[config.mk]
export PLATFORM = sky130hd
export DESIGN_NAME = chni_front
export DESIGN_NICKNAME = d
export VERILOG_FILES = /design/src/rtl/core/chni_pkg.sv /design/src/rtl/core/chni_front.sv
export SDC_FILE = /design/constraint.sdc
export NUM_CORES = 1
export LEC_CHECK = 0
export BUFFER_PORTS_ARGS = -buffer_cell sky130_fd_sc_hd__buf_2
export CAP_MARGIN = 20
export CORE_MARGIN = 4
export CORE_UTILIZATION = 55
export DETAILED_ROUTE_END_ITERATION = 6
export PLACE_DENSITY = 0.79
export SKIP_CTS_REPAIR_TIMING = 1
export SLEW_MARGIN = 20
export SYNTH_ARGS = -nofsm -noshare
export SYNTH_HDL_FRONTEND = slang
export SYNTH_SLANG_ARGS = --single-unit
[constraint.sdc]
create_clock -name clock -period 3.2 [get_ports clock]
set_input_delay 0.16 -clock clock [delete_from_list [all_inputs] [get_ports clock]]
set_output_delay 0.16 -clock clock [all_outputs]
set_load 0.005 [all_outputs]
[src/rtl/core/chni_pkg.sv]
// ----------------------------------------------------------------------------
// Color histogram neighborhood information package
// Shared types, field widths, codes and constants of the histogram block.
// ----------------------------------------------------------------------------
`default_nettype none

package chni_pkg;

   localparam int CHANNEL_BITS_DEF = 6;
   localparam int COUNT_BITS_DEF   = 24;

   localparam int CHAN_W   = 6;
   localparam int DIST_W   = 6;
   localparam int STATUS_W = 3;
   localparam int INFO_W   = 21;
   localparam int MEAN_W   = 14;
   localparam int MEAN_FRAC = 8;
   localparam int MEAN_STEPS = MEAN_W;
   localparam int LOG_FRAC_W = 32;
   localparam int LOG_INT_W  = 5;
   localparam int LOG_W      = LOG_INT_W + LOG_FRAC_W;
   localparam int LN2_W      = 24;
   localparam int INFO_SHIFT = 40;
   localparam int PROD_W     = LOG_W + LN2_W;

   localparam logic [LN2_W-1:0]  LN2_Q24  = 24'd11629080;
   localparam logic [INFO_W-1:0] INFO_MAX = {INFO_W{1'b1}};
   localparam logic [MEAN_W-1:0] MEAN_MAX = {MEAN_W{1'b1}};

   localparam logic OP_ADD   = 1'b0;
   localparam logic OP_QUERY = 1'b1;

   localparam logic [STATUS_W-1:0] ST_OK         = 3'd0;
   localparam logic [STATUS_W-1:0] ST_ZERO_DIST  = 3'd1;
   localparam logic [STATUS_W-1:0] ST_EMPTY      = 3'd2;
   localparam logic [STATUS_W-1:0] ST_ZERO_COUNT = 3'd3;
   localparam logic [STATUS_W-1:0] ST_SATURATED  = 3'd4;

   typedef struct packed {
      logic              op;
      logic [CHAN_W-1:0] red;
      logic [CHAN_W-1:0] green;
      logic [CHAN_W-1:0] blue;
      logic [DIST_W-1:0] distance;
   } req_type;

   typedef struct packed {
      logic [STATUS_W-1:0] status;
      logic [INFO_W-1:0]   info_value;
      logic [MEAN_W-1:0]   mean_red;
      logic [MEAN_W-1:0]   mean_green;
      logic [MEAN_W-1:0]   mean_blue;
   } rsp_type;

   typedef enum logic [1:0] {
      CLS_ADD,
      CLS_ZERO_DIST,
      CLS_QUERY
   } class_type;

   typedef struct packed {
      logic      valid;
      class_type cls;
      req_type   item;
   } queue_head_type;

   typedef enum logic [1:0] {
      LOG_IDLE,
      LOG_NORM,
      LOG_MUL,
      LOG_SQ
   } log_state_type;

   typedef enum logic [1:0] {
      DIV_IDLE,
      DIV_RUN,
      DIV_DONE
   } div_state_type;

   typedef enum logic [4:0] {
      BK_CLEAR,
      BK_IDLE,
      BK_ADD_RD,
      BK_ADD_WR,
      BK_SETUP,
      BK_WALK,
      BK_DRAIN,
      BK_CHECK,
      BK_LOG_T_GO,
      BK_LOG_T_WAIT,
      BK_LOG_C_GO,
      BK_LOG_C_WAIT,
      BK_INFO_MUL,
      BK_INFO_SH,
      BK_MEAN_GO,
      BK_MEAN_WAIT,
      BK_RESP
   } back_state_type;

endpackage

`default_nettype wire

[src/rtl/core/chni_front.sv]
// ----------------------------------------------------------------------------
// Histogram front end
// Accepts requests, classifies them and holds them in a two-entry queue.
// ----------------------------------------------------------------------------
`default_nettype none

module chni_front
   import chni_pkg::*;
(
   input  wire logic           clock,
   input  wire logic           reset,
   input  wire logic           start,
   input  wire req_type        req_data,
   output logic                busy,
   input  wire logic           clear_done,
   output queue_head_type      head,
   input  wire logic           pop
);

   typedef struct packed {
      class_type cls;
      req_type   item;
   } entry_type;

   entry_type  entry_ff [2];
   logic [1:0] fill_ff, fill_in;
   logic       wr_ptr_ff, wr_ptr_in;
   logic       rd_ptr_ff, rd_ptr_in;
   logic       push;
   class_type  cls;

   assign busy = !clear_done || (fill_ff == 2'd2);
   assign push = start && !busy;

   always_comb begin
      if (req_data.op == OP_ADD) begin
         cls = CLS_ADD;
      end else if (req_data.distance == '0) begin
         cls = CLS_ZERO_DIST;
      end else begin
         cls = CLS_QUERY;
      end
      wr_ptr_in = push ? !wr_ptr_ff : wr_ptr_ff;
      rd_ptr_in = pop ? !rd_ptr_ff : rd_ptr_ff;
      fill_in   = fill_ff + 2'(push) - 2'(pop);
   end

   assign head = '{valid: fill_ff != 2'd0,
                   cls:   entry_ff[rd_ptr_ff].cls,
                   item:  entry_ff[rd_ptr_ff].item};

   always_ff @(posedge clock) begin
      if (reset) begin
         fill_ff   <= 2'd0;
         wr_ptr_ff <= 1'b0;
         rd_ptr_ff <= 1'b0;
      end else begin
         fill_ff   <= fill_in;
         wr_ptr_ff <= wr_ptr_in;
         rd_ptr_ff <= rd_ptr_in;
      end
      if (push) begin
         entry_ff[wr_ptr_ff] <= '{cls: cls, item: req_data};
      end
   end

endmodule

`default_nettype wire

==> impl_results.md <==
- Gr ovfl total: 0
- Via/cell ratio: just under 5
- Ratio of cells with drive above 1 in the final layout: ~56%
- Adder-Cell Fraction of Synth Area: 1.083%
- Post-Synth XOR/XNOR Area: 0.7580%
- Synth warnings: 0
- Setup Skew: 0.005275 ns
- DRC errors left: 0
- Longest Clk Path Bufs: 2
- Distinct cell type count after synthesis: 21
- WL/cell: approximately 15 um
- Max-cap violation count: 0
- Min Tclk post-route: 1.889 ns
- Die X: 72.82 um
- Worst setup EP type: primary output
- Area growth syn-to-layout: 20.52%
- Setup violations, final: 0
- CTS tree: built
- Final Max Tran Viols: 0
- Post-route cell area: roughly 0.0028 mm^2
- Worst Path Arrival: 1.73 ns
- Post-synth EDFFs: 54
- P_leak: 1.106 nW
- Placed cell areas: about 0.0026 mm^2
- Post-synthesis simple-gate area fraction: under 10%
- Worst min path class: in2reg
- Chip height: around 73 um
- Worst VDD drop: approximately 0.40 mV
- Status: complete, no violations
- Final Wtd Congestion: 0.6927
- Synthesized Nets: 146
- Drt total wl: 3575 um
- Clock slew at reported path FFs: 0.06 ns
- Largest stage delay, worst path: between 0.8 and 0.9 ns
- Period Utilization, post-route: 59.02%
- Crit-path cells: mux2_2 -> buf_2
- First-pass iteration count of the detailed router: 4
- Post-synth ARST share: 0%
- Clock sink count: 59
- Clk_lat worst skew: about 0.32 ns
- Worst-margin pin slew: between 0.8 and 0.9 ns
- Detailed Route Iter0 Violations: 52
- IO Port Bufs: 58
- RSZ-0062 raised after global routing: false
- Main combinational cell family by area after synthesis: multiplexers
- Root Buffer: clkbuf_8
- First-pass GRT wire length: 5554 um
- Required time of the critical path: 3.04 ns
- Core ar.: 0.004029 mm^2
- Netlist Area Pre-Place: 0.002311 mm^2
- Via count: 1169
- Setup tns final: 0 ns
- Initial Util: 57.36%
- DRT antenna net count: 0
- Vias in the first global route: 1162
- Antenna cell count: 0
- Slowest library cell on the worst path: dfxtp_2
- TritonCTS buffer count: 9
- Filler instances: between 200 and 300
- Mux contribution to synthesized area: 17.05%
- FMAX: 0.5295 GHz
- Rel. slew slack: 45.69%
- Largest net degree at the start of global routing: 28
- Synthesized area per cell: 20.27 um^2
- Initial antenna violation count: 0
- GRT Overall Usage: 14.92%
- Setup CP Type: reg2out
- H-Tree Depth: 3
- # rows: 23
- Sequential fraction of the synthesis area: 74.50%
- Fin. Hold Viols: 0
- Setup crit start kind: flop
- Dpl hpwl: 2581 um
- Prevailing post-synth register cell: edfxtp_1
- Crit path max fanout: 27
- # IOs: 59
- Die ar.: 0.005303 mm^2
- Syn Inst Count: 114
- Power Dens Cells: 579.7 mW/mm^2
- NumNets Final: between 200 and 250
- Compound-cell area share of the yosys netlist: 0.3249%
- Post-synthesis register bit count: 59
-- metrics by stage --
step	cells	power (mW)	utilization, %	setup WS, ns	hold slack (ns)
after floorplan	114	1.040	-	1.057	0.2316
after global placement	221	1.102	65.37	1.427	0.3495
after detailed placement	221	1.111	65.37	1.349	0.3543
after CTS	236	1.636	69.13	1.260	0.008597
after global routing	236	1.699	69.13	1.193	0.0003195
final	236	1.615	69.13	1.311	0.02427
-- cell type report --
type                            instances  area, um^2  share of cell area, %
Sequential cell                        59        1723                  61.86
Multi-Input combinational cell         50       535.5                  19.23
Timing Repair Buffer                   60       305.3                  10.96
Clock buffer                           12       135.1                  4.852
Tap cell                               50       62.56                  2.246
Clock inverter                          3       16.27                 0.5840
Inverter                                2       7.507                 0.2695
-- flip-flops by register name, indices dropped and copies added (netlist names), named ones only --
| register | count |
|---|---|
| fill_ff | 2 |
| wr_ptr_ff | 1 |
| entry_ff | 54 |
| rd_ptr_ff | 1 |
-- cell usage after synthesis, types with 2 or more instances --
cell type,instances,area (um^2)
nor2_1,8,30.03
dfxtp_1,5,100.1
inv_1,2,7.510
mux2_4,21,315.3
ha_1,2,25.02
edfxtp_1,54,1622
mux2_2,7,78.83
buf_12,2,40.04
-- cells by family (layout without fill, tap and decap cells) --
group	Yosys count	after routing
muxes	28	28
buffers and inverters	5	77
and+or+nand+nor	17	17
xor gates and xnor gates	2	2
adders and majority gates	2	2
DFF	59	59
AOI/OAI and AO/OA	1	1
-- worst paths after layout --
check	from	end	slack, ns	cells past startpoint
min reg2reg	rd_ptr_ff	rd_ptr_ff	0.52	2
max reg2reg	fill_ff[0]	entry_ff[1][4]	1.37	4
max	flop	head[0]	1.31	2
min	req_data[20]	entry_ff[1][20]	0.02	1
-- critical path: cells and delay by family, from the launching register on --
kind / cells / cell delay [ns]
buf+inv: 1 / 0.13
mux: 1 / 0.42
flops: 1 / 0.86
-- per-layer routing --
| metal | GRT usage (%) | vias to the layer above | part of all wire [%] |
|---|---|---|---|
| met3 | 6.474 | 4 | 7.9 |
| met4 | 7.992 | 0 | 0.70 |
| li1 | - | 570 | - |
| met1 | 15.55 | 551 | 38 |
| met2 | 25.25 | 44 | 53 |
| met5 | 0 | - | 0 |
-- where the power goes --
group	internal [mW]	leakage (nW)	switching [mW]	total (mW)
clock	0.273	0.0739	0.251	0.524
combinational	0.106	0.497	0.0707	0.177
sequential	0.886	0.535	0.0284	0.914
-- cell usage in the layout, fill, tap and decap left out, types with 2 or more instances in the layout --
master	instances
mux2_2	7
buf_2	58
mux2_4	21
inv_1	2
ha_1	2
nor2_2	2
nor2_1	6
clkbuf_8	9
buf_4	2
edfxtp_1	54
clkbuf_1	3
dfxtp_1	4
No activity file was read; power rests on OpenSTA's default activity.
